--- config.mk ---
export PLATFORM = sky130hd
export DESIGN_NAME = mrx_front
export DESIGN_NICKNAME = d
export VERILOG_FILES = /design/src/hw/rtl/mrx_pkg.sv /design/src/hw/rtl/mrx_front.sv
export SDC_FILE = /design/constraint.sdc
export NUM_CORES = 1
export LEC_CHECK = 0
export BUFFER_PORTS_ARGS = -buffer_cell sky130_fd_sc_hd__clkbuf_2
export CELL_PAD_IN_SITES_DETAIL_PLACEMENT = 0
export CELL_PAD_IN_SITES_GLOBAL_PLACEMENT = 1
export CORE_MARGIN = 3
export CORE_UTILIZATION = 14
export DETAILED_ROUTE_END_ITERATION = 16
export PLACE_DENSITY = 0.95
export SYNTH_ARGS = -nofsm -noshare
export SYNTH_HDL_FRONTEND = slang
export SYNTH_SLANG_ARGS = --single-unit
--- constraint.sdc ---
create_clock -name vclk -period 2.5
set_input_delay 0.125 -clock vclk [all_inputs]
set_output_delay 0.125 -clock vclk [all_outputs]
set_load 0.005 [all_outputs]
--- src/hw/rtl/mrx_pkg.sv ---
// shared constants, decoded request and result types for the execute unit
package mrx_pkg;

  localparam int MEM_WORDS = 4096;
  localparam int MEM_AW    = $clog2(MEM_WORDS);
  localparam int REG_COUNT = 32;
  localparam int REG_AW    = $clog2(REG_COUNT);
  localparam int XLEN      = 32;
  localparam int PC_W      = 13;
  localparam int IMM_W     = 13;
  localparam int MADDR_W   = 12;
  localparam int Q_DEPTH   = 2;
  localparam int QPW       = $clog2(Q_DEPTH);
  localparam int QCW       = $clog2(Q_DEPTH + 1);

  // opcode field values
  localparam logic [3:0] OPC_ADD   = 4'd1;
  localparam logic [3:0] OPC_SUB   = 4'd2;
  localparam logic [3:0] OPC_ADDI  = 4'd3;
  localparam logic [3:0] OPC_SLLI  = 4'd4;
  localparam logic [3:0] OPC_SRLI  = 4'd5;
  localparam logic [3:0] OPC_LI    = 4'd6;
  localparam logic [3:0] OPC_LW    = 4'd7;
  localparam logic [3:0] OPC_SW    = 4'd8;
  localparam logic [3:0] OPC_BNE   = 4'd9;
  localparam logic [3:0] OPC_BEQ   = 4'd10;
  localparam logic [3:0] OPC_BLE   = 4'd11;
  localparam logic [3:0] OPC_BGT   = 4'd12;
  localparam logic [3:0] OPC_J     = 4'd13;
  localparam logic [3:0] OPC_ECALL = 4'd14;

  // rs2 value that turns lw into la
  localparam logic [3:0] LA_MARK = 4'd15;

  localparam logic [REG_AW-1:0] REG_A0 = REG_AW'(10);
  localparam logic [REG_AW-1:0] REG_A7 = REG_AW'(17);

  localparam logic [XLEN-1:0] ECALL_PRINT_INT = XLEN'(1);
  localparam logic [XLEN-1:0] ECALL_PRINT_STR = XLEN'(4);

  localparam logic [1:0] PRINT_NONE = 2'd0;
  localparam logic [1:0] PRINT_INT  = 2'd1;
  localparam logic [1:0] PRINT_STR  = 2'd2;

  typedef enum logic [4:0] {
    UOP_NOP,
    UOP_ADD,
    UOP_SUB,
    UOP_ADDI,
    UOP_SLLI,
    UOP_SRLI,
    UOP_LI,
    UOP_LW,
    UOP_LA,
    UOP_SW,
    UOP_BNE,
    UOP_BEQ,
    UOP_BLE,
    UOP_BGT,
    UOP_J,
    UOP_ECALL,
    UOP_PRELOAD
  } uop_t;

  typedef struct packed {
    uop_t              uop;
    logic [REG_AW-1:0] rd;
    logic [REG_AW-1:0] rs1;
    logic [REG_AW-1:0] rsb;
    logic [IMM_W-1:0]  imm;
    logic [11:0]       load_address;
    logic [XLEN-1:0]   load_value;
  } uop_entry_t;

  typedef struct packed {
    logic [PC_W-1:0]    next_pc;
    logic               retired;
    logic               reg_write_en;
    logic [REG_AW-1:0]  reg_write_index;
    logic [XLEN-1:0]    reg_write_value;
    logic               mem_write_en;
    logic [MADDR_W-1:0] mem_address;
    logic [XLEN-1:0]    mem_write_value;
    logic [1:0]         print_kind;
    logic [XLEN-1:0]    print_value;
  } result_t;

  typedef enum logic [1:0] {
    BK_CLEAR,
    BK_IDLE,
    BK_EXEC,
    BK_LOAD
  } back_state_t;

endpackage

--- src/hw/rtl/mrx_front.sv ---
// front end: request acceptance and instruction classification
module mrx_front (
  input  logic               clearing,
  input  logic               q_full,
  input  logic               in_valid,
  output logic               in_ready,
  input  logic               in_mode,
  input  logic [30:0]        in_instr_word,
  input  logic [11:0]        in_load_address,
  input  logic signed [31:0] in_load_value,
  output logic               push,
  output mrx_pkg::uop_entry_t push_entry
);
  import mrx_pkg::*;

  logic [3:0] opc;
  logic [3:0] rs2;

  assign opc = in_instr_word[30:27];
  assign rs2 = in_instr_word[16:13];

  assign in_ready = !clearing && !q_full;
  assign push     = in_valid && in_ready;

  always_comb begin
    push_entry.uop          = UOP_NOP;
    push_entry.rd           = in_instr_word[26:22];
    push_entry.rs1          = in_instr_word[21:17];
    push_entry.rsb          = REG_AW'(rs2);
    push_entry.imm          = in_instr_word[IMM_W-1:0];
    push_entry.load_address = in_load_address;
    push_entry.load_value   = in_load_value;
    if (in_mode) begin
      push_entry.uop = UOP_PRELOAD;
    end else begin
      case (opc)
        OPC_ADD:   push_entry.uop = UOP_ADD;
        OPC_SUB:   push_entry.uop = UOP_SUB;
        OPC_ADDI:  push_entry.uop = UOP_ADDI;
        OPC_SLLI:  push_entry.uop = UOP_SLLI;
        OPC_SRLI:  push_entry.uop = UOP_SRLI;
        OPC_LI:    push_entry.uop = UOP_LI;
        OPC_LW:    push_entry.uop = (rs2 == LA_MARK) ? UOP_LA : UOP_LW;
        OPC_SW: begin
          // store data comes from rd, read on the second port
          push_entry.uop = UOP_SW;
          push_entry.rsb = in_instr_word[26:22];
        end
        OPC_BNE:   push_entry.uop = UOP_BNE;
        OPC_BEQ:   push_entry.uop = UOP_BEQ;
        OPC_BLE:   push_entry.uop = UOP_BLE;
        OPC_BGT:   push_entry.uop = UOP_BGT;
        OPC_J:     push_entry.uop = UOP_J;
        OPC_ECALL: push_entry.uop = UOP_ECALL;
        default:   push_entry.uop = UOP_NOP;
      endcase
    end
  end

endmodule

# Yosys cells after proc, flatten, opt, wreduce, memory -nomap -nowiden
# Cells that the tools add are included.
classes:
  n_eq_ne: 15
  mux: 5
  n_reduce_logical: 4
op_table:
  columns: ["cell", "n"]
  rows:
  - ["$pmux 4 s14", 1]
  - ["$eq 4x4->1 const B", 8]
  - ["$eq 4x3->1 const B", 4]
  - ["$mux 5", 3]
  - ["$eq 4x2->1 const B", 2]
  - ["$eq 4x1->1 const B", 1]
  - ["$mux 4", 1]
  - ["$logic_and 1x1->1", 2]
  - ["$logic_not 1->1", 2]
word_totals:
  reg_bits: 0
  input_bits: 79
  out_inout_bits: 79
  word_cells: 24

# Depth between registers and ports, before layout
logic_depth:
  ltp_word: 4
  ltp_mapped: 3
  depth_no_buf: 3

# Worst setup path before layout
# Ideal clock, no wire load.
synth_path:
  path_kind: "input-to-output"
  startpoint: "input in_instr_word[27]"
  endpoint: "output push_entry[57] in the netlist's numbering"
  t_arrival_ps: 861
  required_ps: 2375
  path_slack_ps: 1514
  path_stages: 3
  path_buffers: 0
  cell_sequence: "nand2b_4 -> nor4_4 -> mux2_2"
synth_lines:
  columns: ["element", "line_no", "text"]
  rows:
  - ["start, declared", "mrx_front.sv:8", "input logic [30:0] in_instr_word,"]
  - ["end, declared", "mrx_front.sv:12", "output mrx_pkg::uop_entry_t push_entry"]

==> reports/metrics.csv <==
stage,metric,value,unit
outcome,status,"finished, final reports clean",
floorplan,full die area,0.00605,mm^2
route,Vias,401,
route,antenna-violating nets left,0,
route,number of remaining DRC errors,0,
global_route,first-pass GRT wire length,2000,um
hold_path,worst hold-check path type,in -> out,
placement,routability congestion estimate,0.734,
route,Post-Route WL,1370,um
pwr,Pleak,0.221,nW
final_layout,Seq. cell area,0,um^2
timing,Final Hold Viols,0,
final_layout,clock buffer count in the final layout,0,
placement,IO Port Bufs,34,
timing,Final Cycle Share,55.5,%
timing,post-route minimum period,1.39,ns
final_layout,# nets final,144,
route,DRT iter0 DRCs,1,
final_layout,Seq cells,0,
timing,setup TNS,0,ns
floorplan,Starting Density,14.9,%
synth,post-synth net total,176,
floorplan,# rows,25,
pwr,Power per Cell Area,125,mW/mm^2
synth,synthesis warning total,0,
synth,cells after synthesis,97,
pwr,worst vdd ir,0.0194,mV
critical_path,crit-path cells,clkbuf_2 > nor4_4 > mux2_2 > clkbuf_2,
route,drt pass-1 iters,2,
critical_path,cell mode on critical path,clkbuf_2,
critical_path,largest stage delay on the critical path,0.48,ns
final_layout,"most common cell after layout, fill and taps aside",clkbuf_2,
timing,Tightest Pin Transition,0.433,ns
pwr,total power,0.0000580,W
clock_tree,PostCTS Resize Cnt,0,
global_route,largest net degree at the start of global routing,9,
synth,"area leader, netlist",buf_4,
synth,main area contributors after synthesis,"buf_4 (71%), mux2_2 (7.8%), nor4_4 (2.9%)",
critical_path,CP top delay family,simple AND/OR/NAND/NOR gates,
final_layout,# diodes,0,
timing,Rel. slew slack,70.9,%
critical_path,CP max-delay cell,nor4_4,
floorplan,Die H,77.8,um
global_route,initial antenna violation count,0,
final_layout,layout cell share with drive strength beyond 1,69.8,%
critical_path,Critical Path Sink Type,output pin,
clock_tree,post-CTS setup buffers,0,
clock_tree,post-cts hold buffer count,0,
job,max-cap violations,0,
critical_path,WS Path Type,in -> out,
synth,"Cell Area, Synth",722,um^2
timing,RSZ-0062 raised after global routing,false,
critical_path,worst endpoint required time,2.38,ns
route,post-DR vias/cell,3.08,
final_layout,"commonest cells after routing, fill and taps aside","clkbuf_2 (34), mux2_2 (5), nand2_1 (5)",
global_route,grt total ovfl,0,
timing,setup violators final,0,
route,wire per inst,10.6,um
global_route,GRT Overall Usage,4.02,%
timing,Slew Limit Fails,0,
floorplan,I/O Pins,158,
critical_path,Startpoint Class,input port,
synth,sequential fraction of the synthesis area,0,%
floorplan,Core ar.,0.00485,mm^2
final_layout,fillers,574,
critical_path,sum of buffers and inverters on the critical path,2,
synth,Yosys top cell area share,70.7,%
timing,Fmax,721,MHz
global_route,vias in the first global route,400,
synth,Netlist cell types,17,
final_layout,Area Growth Syn to Fin,-35.5,%
floorplan,die width,77.8,um
critical_path,crit-path max FO,7,
synth,Mean Syn Cell Area,7.44,um^2
critical_path,arrival time worst endpoint,1.26,ns
placement,post-DP HPWL,1190,um
layer usage:
| metal | global-route usage [%] | vias to the layer above | share of wire, % |
|---|---|---|---|
| met4 | 4.63 | 0 | 10 |
| li1 | - | 177 | - |
| met5 | 0 | - | 0 |
| met1 | 3.31 | 172 | 29 |
| met2 | 6.85 | 26 | 48 |
| met3 | 1.51 | 26 | 13 |
layout make-up:
type | instances | area [um^2] | share of cell area (%)
well taps | 67 | 83.8 | 18.0
inverters | 1 | 3.75 | 0.806
multi-input cells | 28 | 208 | 44.6
repair buffers | 34 | 170 | 36.6
cells by family after synthesis:
kind of cell / Yosys count / share of synthesized area [%]
buffers and inverters: 69 / 71.2
and+or+nand+nor: 17 / 16.6
muxes: 5 / 7.80
AOI/OAI and AO/OA: 6 / 4.33
synthesized netlist by cell type:
cell type / count
nor4_4: 1
inv_1: 1
and2_2: 1
nand3_1: 1
and2b_2: 2
nand2b_4: 1
and2_1: 1
nand3b_1: 1
nand2_1: 5
nand4_1: 2
mux2_2: 5
buf_4: 68
a31oi_1: 1
a21oi_1: 3
or3_1: 1
o21ai_0: 2
nor2_1: 1
power by group:
group | internal [W] | switching, W | leakage [nW]
Clock | 0 | 0 | 0
Sequential | 0 | 0 | 0
Combinational | 0.0000304 | 0.0000276 | 0.221
Total | 0.0000304 | 0.0000276 | 0.221
stage by stage:
stage               utilization, %  instances  hold slack, ns  area (um^2)  setup WS [ns]
floorplan                        -         97           0.278          722           1.51
global placement              9.60        130           0.250          465           1.10
detailed placement            9.60        130           0.250          465           1.06
CTS                           9.60        130           0.250          465           1.06
global route                  9.60        130           0.250          465           1.00
finish                        9.60        130           0.250          465           1.11
worst paths after layout:
| path | from | to | cells after the start |
|---|---|---|---|
| hold / removal | in_load_value[22] | push_entry[22] | 0 |
| setup / recovery | in_instr_word[28] | push_entry[60] | 4 |
(Power assumes the default switching activity.)
