File: config.mk
export PLATFORM = sky130hd
export DESIGN_NAME = mrx_queue
export DESIGN_NICKNAME = d
export VERILOG_FILES = /design/src/hw/rtl/mrx_pkg.sv /design/src/hw/rtl/mrx_queue.sv
export SDC_FILE = /design/constraint.sdc
export NUM_CORES = 1
export LEC_CHECK = 0
export BUFFER_PORTS_ARGS = -buffer_cell sky130_fd_sc_hd__clkbuf_2
export CAP_MARGIN = 0
export CORE_UTILIZATION = 56
export CTS_CLUSTER_DIAMETER = 30
export DETAILED_ROUTE_END_ITERATION = 12
export MAX_ROUTING_LAYER = met4
export PLACE_DENSITY_LB_ADDON = 0.12
export REMOVE_ABC_BUFFERS = 1
export SLEW_MARGIN = 20
export SYNTH_ARGS = -nofsm -noshare
export SYNTH_HDL_FRONTEND = slang
export SYNTH_SLANG_ARGS = --single-unit
File: constraint.sdc
create_clock -name clk -period 10.1 [get_ports clk]
set_clock_uncertainty 0.1 [all_clocks]
set_input_delay 0.505 -clock clk [delete_from_list [all_inputs] [get_ports clk]]
set_output_delay 0.505 -clock clk [all_outputs]
set_load 0.05 [all_outputs]
File: src/hw/rtl/mrx_pkg.sv
// shared constants, decoded request and result types for the execute unit
package mrx_pkg;

  localparam int MEM_WORDS = 4096;
  localparam int MEM_AW    = $clog2(MEM_WORDS);
  localparam int REG_COUNT = 32;
  localparam int REG_AW    = $clog2(REG_COUNT);
  localparam int XLEN      = 32;
  localparam int PC_W      = 13;
  localparam int IMM_W     = 13;
  localparam int MADDR_W   = 12;
  localparam int Q_DEPTH   = 2;
  localparam int QPW       = $clog2(Q_DEPTH);
  localparam int QCW       = $clog2(Q_DEPTH + 1);

  // opcode field values
  localparam logic [3:0] OPC_ADD   = 4'd1;
  localparam logic [3:0] OPC_SUB   = 4'd2;
  localparam logic [3:0] OPC_ADDI  = 4'd3;
  localparam logic [3:0] OPC_SLLI  = 4'd4;
  localparam logic [3:0] OPC_SRLI  = 4'd5;
  localparam logic [3:0] OPC_LI    = 4'd6;
  localparam logic [3:0] OPC_LW    = 4'd7;
  localparam logic [3:0] OPC_SW    = 4'd8;
  localparam logic [3:0] OPC_BNE   = 4'd9;
  localparam logic [3:0] OPC_BEQ   = 4'd10;
  localparam logic [3:0] OPC_BLE   = 4'd11;
  localparam logic [3:0] OPC_BGT   = 4'd12;
  localparam logic [3:0] OPC_J     = 4'd13;
  localparam logic [3:0] OPC_ECALL = 4'd14;

  // rs2 value that turns lw into la
  localparam logic [3:0] LA_MARK = 4'd15;

  localparam logic [REG_AW-1:0] REG_A0 = REG_AW'(10);
  localparam logic [REG_AW-1:0] REG_A7 = REG_AW'(17);

  localparam logic [XLEN-1:0] ECALL_PRINT_INT = XLEN'(1);
  localparam logic [XLEN-1:0] ECALL_PRINT_STR = XLEN'(4);

  localparam logic [1:0] PRINT_NONE = 2'd0;
  localparam logic [1:0] PRINT_INT  = 2'd1;
  localparam logic [1:0] PRINT_STR  = 2'd2;

  typedef enum logic [4:0] {
    UOP_NOP,
    UOP_ADD,
    UOP_SUB,
    UOP_ADDI,
    UOP_SLLI,
    UOP_SRLI,
    UOP_LI,
    UOP_LW,
    UOP_LA,
    UOP_SW,
    UOP_BNE,
    UOP_BEQ,
    UOP_BLE,
    UOP_BGT,
    UOP_J,
    UOP_ECALL,
    UOP_PRELOAD
  } uop_t;

  typedef struct packed {
    uop_t              uop;
    logic [REG_AW-1:0] rd;
    logic [REG_AW-1:0] rs1;
    logic [REG_AW-1:0] rsb;
    logic [IMM_W-1:0]  imm;
    logic [11:0]       load_address;
    logic [XLEN-1:0]   load_value;
  } uop_entry_t;

  typedef struct packed {
    logic [PC_W-1:0]    next_pc;
    logic               retired;
    logic               reg_write_en;
    logic [REG_AW-1:0]  reg_write_index;
    logic [XLEN-1:0]    reg_write_value;
    logic               mem_write_en;
    logic [MADDR_W-1:0] mem_address;
    logic [XLEN-1:0]    mem_write_value;
    logic [1:0]         print_kind;
    logic [XLEN-1:0]    print_value;
  } result_t;

  typedef enum logic [1:0] {
    BK_CLEAR,
    BK_IDLE,
    BK_EXEC,
    BK_LOAD
  } back_state_t;

endpackage

File: src/hw/rtl/mrx_queue.sv
// short fifo of decoded requests between front and back
module mrx_queue (
  input  logic                clk,
  input  logic                rst_n,
  input  logic                push,
  input  mrx_pkg::uop_entry_t push_entry,
  output logic                full,
  input  logic                pop,
  output logic                head_valid,
  output mrx_pkg::uop_entry_t head_entry
);
  import mrx_pkg::*;

  uop_entry_t     slots_r [Q_DEPTH];
  logic [QPW-1:0] wr_ptr_r, wr_ptr_nxt;
  logic [QPW-1:0] rd_ptr_r, rd_ptr_nxt;
  logic [QCW-1:0] cnt_r, cnt_nxt;
  logic           do_push, do_pop;

  assign full       = (cnt_r == QCW'(Q_DEPTH));
  assign head_valid = (cnt_r != '0);
  assign head_entry = slots_r[rd_ptr_r];
  assign do_push    = push && !full;
  assign do_pop     = pop && head_valid;

  always_comb begin
    wr_ptr_nxt = wr_ptr_r;
    rd_ptr_nxt = rd_ptr_r;
    cnt_nxt    = cnt_r;
    if (do_push) begin
      wr_ptr_nxt = (wr_ptr_r == QPW'(Q_DEPTH - 1)) ? '0 : wr_ptr_r + QPW'(1);
    end
    if (do_pop) begin
      rd_ptr_nxt = (rd_ptr_r == QPW'(Q_DEPTH - 1)) ? '0 : rd_ptr_r + QPW'(1);
    end
    if (do_push && !do_pop) begin
      cnt_nxt = cnt_r + QCW'(1);
    end else if (do_pop && !do_push) begin
      cnt_nxt = cnt_r - QCW'(1);
    end
  end

  always_ff @(posedge clk) begin
    if (!rst_n) begin
      wr_ptr_r <= '0;
      rd_ptr_r <= '0;
      cnt_r    <= '0;
    end else begin
      wr_ptr_r <= wr_ptr_nxt;
      rd_ptr_r <= rd_ptr_nxt;
      cnt_r    <= cnt_nxt;
    end
  end

  always_ff @(posedge clk) begin
    if (do_push) begin
      slots_r[wr_ptr_r] <= push_entry;
    end
  end

endmodule

; Word-level counts from Yosys, hierarchy flattened
; Memory sizes are Yosys's and may differ from the RTL's. A register that Yosys moved wholly into a read port is not among the register bits.
; Cells that the tools add are included.
[classes]
muxes = 8
n_reduce_logical = 9
n_eq_ne = 1
addsub = 4
[op_table]
columns = op, n
row1 = 1-bit two-way mux, 6
row2 = 1-bit logical AND, 4
row3 = 2-bit two-way mux, 2
row4 = 2-bit nonzero test, 2
row5 = 1-bit logical NOT, 3
row6 = "1-bit adder, second input constant", 2
row7 = "2-bit by 1-bit adder with 2-bit output, second input constant", 1
row8 = "2-bit equality test, second input constant", 1
row9 = "2-bit by 1-bit subtractor with 2-bit output, second input constant", 1
[totals]
n_memories = 1
reg_bits = 4
in_bits = 81
mem_bits_rw = 154
wordCells = 26
output_inout_bits = 79
[memory_table]
columns = memory, depth, word_bits, read_ports, rd_ports_with_merged_regs, write_ports, line_no
row1 = slots_r, 2, 77, 1, 1, 1, mrx_queue.sv:14  ; uop_entry_t slots_r [Q_DEPTH];

; Logic depth before layout (Yosys ltp)
; Gate-level depths: netlist (run 1).
[depth]
word_depth = 7
mapped_depth = 7
mapped_depth_nobuf = 7

; Least setup slack after synthesis (run 1)
; Ideal clock, no wire load.
[synth_timing]
path_type = register -> register
from = register cnt_r[0]
to = memory slots_r[0][0] in the netlist's numbering (enable)
required_ns = 9.500
synth_period_minus_slack_ns = 4.289
n_path_buf = 0
setup_time_ns = 0.500
path_stages_with_launch = 4
arrival_time_ns = 3.689
slack_ns = 5.811
path_cell_list = dfxtp_1 > nand2b_1 > inv_2 > nor3_2
[synth_between]
elab_chain_len = 5
[synth_lines]
columns = item, line_no
row1 = start: declaration, mrx_queue.sv:17  ; logic [QCW-1:0] cnt_r, cnt_nxt;
row2 = start signal: assignment, mrx_queue.sv:51  ; cnt_r <= cnt_nxt;
row3 = 2-bit equality test, mrx_queue.sv:20  ; assign full = (cnt_r == QCW'(Q_DEPTH));
row4 = via full, mrx_queue.sv:7  ; output logic full,
row5 = 1-bit logical NOT, mrx_queue.sv:23  ; assign do_push = push && !full;
row6 = 1-bit logical AND, mrx_queue.sv:23
row7 = 1-bit two-way mux, mrx_queue.sv:56  ; if (do_push) begin
row8 = 1-bit two-way mux (not written as such), mrx_queue.sv:57  ; slots_r[wr_ptr_r] <= push_entry;
row9 = end: declaration, mrx_queue.sv:14
; The timed path passes the listed nets, and every way through them passes these cells.

==> results.toml, run 1 <==
[global_route]
met3_usage_pct = 5.74
antenna_found_initial = 0
grt_pass1_vias = 2993
use_met2_pct = 30.4
grt_overflow = 0
grtUsageMet1_pct = 21.7
grt_usage_pct = 18.7
grt.busiest_layer = "met2"
grt_pass1_wl_mm = 14.5
grt_max_degree = 78

[timing]
holdWs_ps = 73.1
finalMaxSlewViolations = 0
worst_pin_slew_ps = 1050
timing.fmax_mhz = 321
fin_crit_sh_pct = 30.9
finalSetupTns_ps = 0
setup_viol = 0
slew_headroom_pct = 29.8
hold_violations = 0
grt_setup_unrepaired = "false"
fin_crit_ps = 3120

[detailed_routing]
finalWirelength_mm = 9.53
via_count = 2974
wire_per_inst_um = 16.3
first_pass_iters = 4
drt_iter0_drc = 150
antenna_left = 0
drc = 0
vias_per_cell = 5.08

[synth]
yosys_most_used_dff = "edfxtp_1"
netlist_area_um2 = 5920
ys_types = 23
netlist_instances = 265
ys_ff_latch = 159
ys_seq_area_share_pct = 79.8
yosys_warnings = 0
syn_avg_cell_area_um2 = 22.3
async_flop_share_pct = 0
synth_enable_flop_cells = 154

[critical_path]
worst-endpoint-required_ps = 9500
worstReg2RegStart = "cnt_r[0]"
crit_path_max_fanout = 50
cpMaxStageDelayCell = "buf_4"
crit_end = "head_entry[23]"
cp.arrival_ps = 2510
reg2reg_slack_ps = 8070
critical_path.max_stage_delay_ps = 720
rr_worst_depth = 2
start_kind = "flip-flop"
path_class = "reg2out"
worstPathCellList = "buf_4, mux2_2, clkbuf_2"
r2r-end = "slots_r[1][52]"
cp-end-kind = "primary output"

[floorplanning]
die_h_um = 105
core_area_um2 = 10300
io_pins = 160
initial_utilization_pct = 57.6
die_w_um = 105
fp-row-count = 37
dieArea_um2 = 11000

[cts]
numCtsBuffers = 17
cts.reportedPaths.clkPinSlew_ps = 60
post_cts_buffers = 0
clk-insertion-delay-late_ps = 510
tritoncts = "done"
cts_buffer_depth = 2
cts_root_buffer = "clkbuf_8"
cts_resized = 0
cts_htree_levels = 4
cts.sinks = 159
postCtsHoldBufs = 0

[placed_design]
dpl_cell_area_um2 = 6840
dp_hpwl_mm = 6.04
port_buffers = 159
gp_congestion = 0.689

[layout]
diodes = 0
syn_to_final_growth_pct = 24.9
layout_commonest_cell = "clkbuf_2"
drive_above_1_share_pct = 60.4
multi_input_area_um2 = 1120
n_fill_cell = 707
final_util_pct = 71.9
mostFrequentLayoutCells = "clkbuf_2, edfxtp_1, mux2_2"
nets = 519
seqCellArea_um2 = 4730
fin_area_um2 = 7390

[power_and_ir_drop]
p_seq_share_pct = 39.2
power.switching_mw = 0.814
combPwrFrac_pct = 34.6
pwr-share-clk_pct = 26.2
irDropWorstVdd_mv = 0.149
p_int_mw = 1.40
p_total_mw = 2.22
powerDensity_nw_per_um2 = 300
swShare_pct = 36.7
p_leak_nw = 2.85

[hold_path]
min_path_type = "in2reg"

[flow_run]
maxCapViolCount = 0

[run_status]
status = "finished clean"
worst max-delay path, delay by kind of cell (launching register included):
family,cells,cell delay [ps]
buf+inv,2,960
flops,1,580
mux,1,420
layer usage:
layer,vias up,routed length [um]
li1,1388,-
met1,1477,4010
met2,99,4890
met3,10,506
met4,0,116
met5,-,0
cell usage after synthesis (all sizes together) (2+ instances only):
library cell  instances  share of area, %
dfxtp                 5               1.7
a21boi                2              0.25
edfxtp              154                78
mux2                 77                17
xnor2                 2              0.30
inv                   2              0.13
o21ai                 2              0.17
buf                   9               1.3
and2                  3              0.32
stage by stage:
| stage | std cells | setup WS [ps] |
|---|---|---|
| CTS | 585 | 6910 |
| detailed placement | 554 | 7470 |
| global placement | 554 | 7490 |
| floorplan | 256 | 5810 |
| finish | 585 | 6980 |
| global route | 585 | 6850 |
registers in the layout, summed over array words and instances (netlist names), named ones only:
signal,flops
slots_r,154
wr_ptr_r,1
cnt_r,2
rd_ptr_r,1
power groups by stage:
stage / Clock (mW) / Combinational (mW) / Sequential, mW
6_report: 0.582 / 0.768 / 0.869
5_1_grt: 0.613 / 0.801 / 0.878
4_1_cts: 0.593 / 0.777 / 0.870
3_5_place_dp: 0 / 0.775 / 0.883
3_3_place_gp: 0 / 0.768 / 0.878
2_1_floorplan: 0 / 0.608 / 0.902
how the worst min path moves through the flow:
stage | from | to | slack [ps] | depth (start not counted)
floorplan | cnt_r[1] | cnt_r[1] | 380 | 2
global placement | cnt_r[1] | cnt_r[1] | 390 | 2
detailed placement | cnt_r[1] | cnt_r[1] | 410 | 2
CTS | push_entry[24] | slots_r[0][24] | 50 | 1
global route | push_entry[58] | slots_r[1][58] | 50 | 1
finish | push_entry[24] | slots_r[1][24] | 70 | 1
logic make-up after synthesis:
| logic type | count (synthesis) | synth area share [%] |
|---|---|---|
| buf+inv | 11 | 1.42 |
| fa+ha+maj | 1 | 0.211 |
| compound gates | 5 | 0.550 |
| xor+xnor | 3 | 0.444 |
| simple gates | 9 | 0.973 |
| mux | 77 | 16.6 |
| flops | 159 | 79.8 |
area by class of cell:
cell class	instances	share of cell area (%)
inverters	2	0.102
multi-input cells	95	15.2
well taps	136	2.30
clock buffers	20	5.76
flip-flops and latches	159	64.0
clock inverters	11	1.61
repair buffers	162	11.1
Power figures use the tool's default switching activity.
==> run 2, diff against run 1 <==
Settings changed: ABC_AREA set to 1, CORE_UTILIZATION 56 to 52.
Clock period 10.1 ns to 3 ns, I/O delays scaled along.
==> run 2 against run 1 <==
Against the previous run: utilization is 3.5 points higher; first-iteration DRC count is 15% higher; die area is 7.8% higher; highest routed layer unchanged; critical endpoint is now head_entry[65].
==> results.toml, run 2 <==
[run_status]
status = "finished clean"

[detailed_routing]
met1_length_mm = 4.56
route.top_layer_used = "met4"
wire_per_inst_um = 16.4
first_pass_iters = 4
vias_per_cell = 4.93
antenna_left = 0
dr_wl_met3_um = 572
finalWirelength_mm = 11.2
drt_iter0_drc = 172
drc = 0
via_count = 3359
met2_wirelength_mm = 5.89

[cts]
cts_resized = 0
cts.reportedPaths.clkPinSlew_ps = 60
postCtsHoldBufs = 78
cts.sinks = 159
cts_root_buffer = "clkbuf_16"
numCtsBuffers = 17
cts_htree_levels = 4
tritoncts = "done"
cts_buffer_depth = 2
post_cts_buffers = 0
clk-insertion-delay-late_ps = 410

[synth]
netlist_top_cells_area = "edfxtp_1, mux2_2, mux2_4"
yosys_warnings = 0
netlist_instances = 277
ys_ff_latch = 159
ys_types = 16
yosys-top-cells-count = "edfxtp_1, mux2_2, mux2_4"
yosysMostFrequentCell = "edfxtp_1"
post-synth-top-area-cell = "edfxtp_1"
ys_seq_area_share_pct = 79.6
synth_enable_flop_cells = 154
yosys_most_used_dff = "edfxtp_1"
synth_top_area_share_pct = 77.9
syn_avg_cell_area_um2 = 21.4
async_flop_share_pct = 0
netlist_area_um2 = 5930

[layout]
mostFrequentLayoutCells = "clkbuf_2, edfxtp_1, dlygate4sd3_1"
fin_area_um2 = 8280
multi_input_area_um2 = 1110
regMostFlops = "slots_r"
n_fill_cell = 684
layout.cells.non_filler = 682
drive_above_1_share_pct = 50.4
seqCellArea_um2 = 4730
largest_register_ffs = 154
layout_commonest_cell = "clkbuf_2"
nets = 611
syn_to_final_growth_pct = 39.6
reg.largest.list = "slots_r (154), cnt_r (2)"
diodes = 0

[power_and_ir_drop]
combPwrFrac_pct = 32.4
p_seq_share_pct = 39.2
powerDensity_nw_per_um2 = 907
swShare_pct = 35.0
pwr-share-clk_pct = 28.4
power.switching_mw = 2.63
p_int_mw = 4.88
irDropWorstVdd_mv = 0.724
p_leak_nw = 3.25

[global_route]
antenna_found_initial = 0
grt_overflow = 0
grt_usage_pct = 20.3
grt_pass1_vias = 3578
grt_max_degree = 78
grt_pass1_wl_mm = 16.9

[critical_path]
cp.arrival_ps = 2070
worstReg2RegStart = "cnt_r[1]"
worst-endpoint-required_ps = 2750
cp-end-kind = "primary output"
crit_path_max_fanout = 35
rr_worst_depth = 10
start_kind = "flip-flop"
reg2reg_slack_ps = 1210
path_class = "reg2out"
r2r-end = "cnt_r[1]"

[timing]
fin_crit_sh_pct = 77.4
worst_pin_slew_ps = 518
hold_violations = 0
slew_headroom_pct = 65.5
grt_setup_unrepaired = "false"
timing.fmax_mhz = 431
finalMaxSlewViolations = 0
fin_crit_ps = 2320
setup_viol = 0

[floorplanning]
fp-row-count = 38
dieArea_um2 = 11800
die_w_um = 109
core_area_um2 = 11000
initial_utilization_pct = 54.0
io_pins = 160
die_h_um = 109

[hold_path]
min_path_type = "in2reg"
whs_path_depth = 4
hold_path_end = "rd_ptr_r"
hold_start = "pop"

[flow_run]
maxCapViolCount = 0

[placed_design]
port_buffers = 159
dp.cells = 572
dp_hpwl_mm = 6.39
dpl_cell_area_um2 = 6910
gp_congestion = 0.704
==> run 2: metrics by stage <==
stage | worst slack (ps) | power [mW] | TNS [ps] | util (%) | hold slack, ps
6_report | 679 | 7.51 | 0 | 75.4 | 74.2
3_5_place_dp | 1120 | 5.35 | 0 | 62.9 | 243
3_3_place_gp | 1130 | 5.31 | 0 | 62.9 | 239
2_1_floorplan | -1380 | 4.85 | -228270 | - | 149
5_1_grt | 596 | 7.79 | 0 | 75.4 | 103
4_1_cts | 672 | 7.56 | 0 | 75.4 | 50.0
==> run 2: area by class of cell <==
cell class / instances / area share (%)
Clock buffer: 21 / 5.44
Inverter: 8 / 0.362
Clock inverter: 11 / 1.72
Multi-Input combinational cell: 101 / 13.4
Tap cell: 140 / 2.11
Sequential cell: 159 / 57.1
Timing Repair Buffer: 242 / 19.9
==> run 2: cell families after synthesis <==
group / share of synthesized area (%)
muxes: 16.5
DFF: 79.6
buffers and inverters: 1.98
adders and majority gates: 0.211
and+or+nand+nor: 1.20
AOI/OAI and AO/OA: 0.464
==> run 2: how the worst max path moves through the flow <==
stage	from	to	slack [ps]	depth (start not counted)
after detailed placement	flip-flop	head_entry[71]	1120	3
after global routing	flip-flop	head_entry[65]	600	3
final	flip-flop	head_entry[65]	680	3
after floorplan	cnt_r[1]	slots_r[0][0]	-1380	3
after CTS	flip-flop	head_entry[71]	670	3
after global placement	flip-flop	head_entry[18]	1130	3
==> run 2: critical path, cell delays in order, from the launching register on <==
cell and delay, ps:
dfxtp_4 670, buf_12 320, mux2_2 380, clkbuf_2 240
==> run 2: power by group through the flow <==
stage	Sequential (mW)	Clock, mW	Combinational (mW)
after CTS	2.95	2.17	2.44
after global routing	2.98	2.26	2.55
after floorplan	3.04	0	1.82
after detailed placement	2.99	0	2.35
after global placement	2.97	0	2.33
final	2.94	2.14	2.43
==> run 2: layer usage <==
metal / track usage (%) / vias up
li1: - / 1584
met1: 22.6 / 1639
met2: 34.3 / 119
met3: 6.04 / 17
met4: 8.30 / 0
met5: - / -
==> run 3, diff against run 2 <==
Clock period 3 ns to 2.3 ns, I/O delays scaled along.
==> run 3 against run 2 <==
Against the previous run: via count shrank 1.9%; highest routed layer unchanged; sequential cell count is the same; clock power grew 24%; non-clock buffer count grew 4; largest power group unchanged; sequential share of layout area down 0.13 points.
==> results.toml, run 3 (synthesis gave the netlist of run 2 again) <==
[power_and_ir_drop]
p_total_mw = 9.70
irDropWorstVdd_mv = 0.696
p_int_mw = 6.35
p_seq_share_pct = 39.3
combPwrFrac_pct = 33.4
powerDensity_nw_per_um2 = 1170
p_leak_nw = 3.28
power.switching_mw = 3.35
swShare_pct = 34.6
pwr-share-clk_pct = 27.3

[timing]
fin_crit_sh_pct = 91.4
fin_crit_ps = 2100
slew_headroom_pct = 67.9
finalSetupTns_ps = 0
holdWs_ps = 53.7
worst_pin_slew_ps = 482
finalMaxSlewViolations = 0
hold_violations = 0
setup_viol = 0
timing.fmax_mhz = 475
grt_setup_unrepaired = "false"

[placed_design]
dp_hpwl_mm = 6.73
gp_congestion = 0.743
port_buffers = 159

[cts]
numCtsBuffers = 17
cts_root_buffer = "clkbuf_16"
cts_buffer_depth = 2
cts_htree_levels = 4
clk-insertion-delay-late_ps = 400
cts.sinks = 159
tritoncts = "done"
cts_resized = 0
cts.reportedPaths.clkPinSlew_ps = 60
post_cts_buffers = 0

[detailed_routing]
antenna_left = 0
dr_wl_met3_um = 645
first_pass_iters = 5
met1_length_mm = 4.40
wire_per_inst_um = 15.6
vias_per_cell = 4.82
met2_wirelength_mm = 5.49
finalWirelength_mm = 10.6
drc = 0
drt_iter0_drc = 152
route.top_layer_used = "met4"
via_count = 3294

[layout]
multi_input_area_um2 = 1110
drive_above_1_share_pct = 49.8
nets = 615
largest_register_ffs = 154
mostFrequentLayoutCells = "clkbuf_2, edfxtp_1, dlygate4sd3_1"
diodes = 0
layout_commonest_cell = "clkbuf_2"
regMostFlops = "slots_r"
syn_to_final_growth_pct = 39.9
seqCellArea_um2 = 4730
reg.largest.list = "slots_r (154), cnt_r (2)"
n_fill_cell = 677

[floorplanning]
die_h_um = 109
dieArea_um2 = 11800
initial_utilization_pct = 54.0
io_pins = 160
fp-row-count = 38
die_w_um = 109
core_area_um2 = 11000

[run_status]
status = "finished clean"

[critical_path]
worst-endpoint-required_ps = 2090
cp.arrival_ps = 1890
critical_path.max_stage_delay_ps = 540
path_class = "reg2out"
crit_path_max_fanout = 20
cpMaxStageDelayCell = "dfxtp_4"
reg2reg_slack_ps = 550
start_kind = "flip-flop"
cp-end-kind = "primary output"
worstPathCellList = "buf_4, mux2_2, clkbuf_2"

[global_route]
grt_pass1_wl_mm = 16.0
grt_max_degree = 43
grt_usage_pct = 19.5
grt_pass1_vias = 3306
grt_overflow = 0
antenna_found_initial = 0

[flow_run]
maxCapViolCount = 0

[hold_path]
min_path_type = "in2reg"
## run 3: critical path: cells and delay by family (launching register included)
kind | cells | cell delay, ps
buf+inv | 2 | 550
flops | 1 | 540
mux | 1 | 380
## run 3: power groups by stage
| stage | Clock [mW] | Sequential (mW) | Combinational [mW] |
|---|---|---|---|
| 6_report | 2.65 | 3.81 | 3.24 |
| 5_1_grt | 2.82 | 3.85 | 3.40 |
| 4_1_cts | 2.71 | 3.82 | 3.27 |
| 3_5_place_dp | 0 | 3.87 | 3.15 |
| 3_3_place_gp | 0 | 3.85 | 3.12 |
| 2_1_floorplan | 0 | 3.96 | 2.37 |
## run 3: worst paths after layout
kind	startpoint	to	cells past startpoint
worst max-delay path	flip-flop	head_entry[76]	3
worst max register to register	cnt_r[1]	slots_r[0][41]	5
worst min register to register	wr_ptr_r	wr_ptr_r	2
worst min-delay path	pop	flip-flop	4
## run 3: per-layer routing
layer | track usage (%) | up-vias
met3 | 5.80 | 10
met4 | 8.20 | 0
met1 | 23.0 | 1568
met2 | 31.1 | 126
li1 | - | 1590
met5 | - | -
## run 3: repair_timing
| item | in CTS | in global routing |
|---|---|---|
| hold buffers | 78 | 0 |
| endpoints found under the hold margin | 159 | 0 |
| endpoints found under the setup margin | 0 | 0 |
## run 3: stage by stage
stage          worst slack (ps)  std cells  util (%)  area, um2
6_report                    197        684      75.6       8300
5_1_grt                     105        684      75.6       8300
4_1_cts                     176        684      75.6       8300
3_5_place_dp                543        576      63.4       6970
3_3_place_gp                603        576      63.4       6970
2_1_floorplan             -2080        268         -       5850
## run 3: cell type report
| class | instances | share of cell area, % |
|---|---|---|
| tap | 140 | 2.11 |
| timing repair buffer | 246 | 20.6 |
| clock buffer | 19 | 5.21 |
| sequential | 159 | 56.9 |
| clock inverter | 11 | 1.49 |
| inverter | 8 | 0.362 |
| multi-input combinational | 101 | 13.3 |
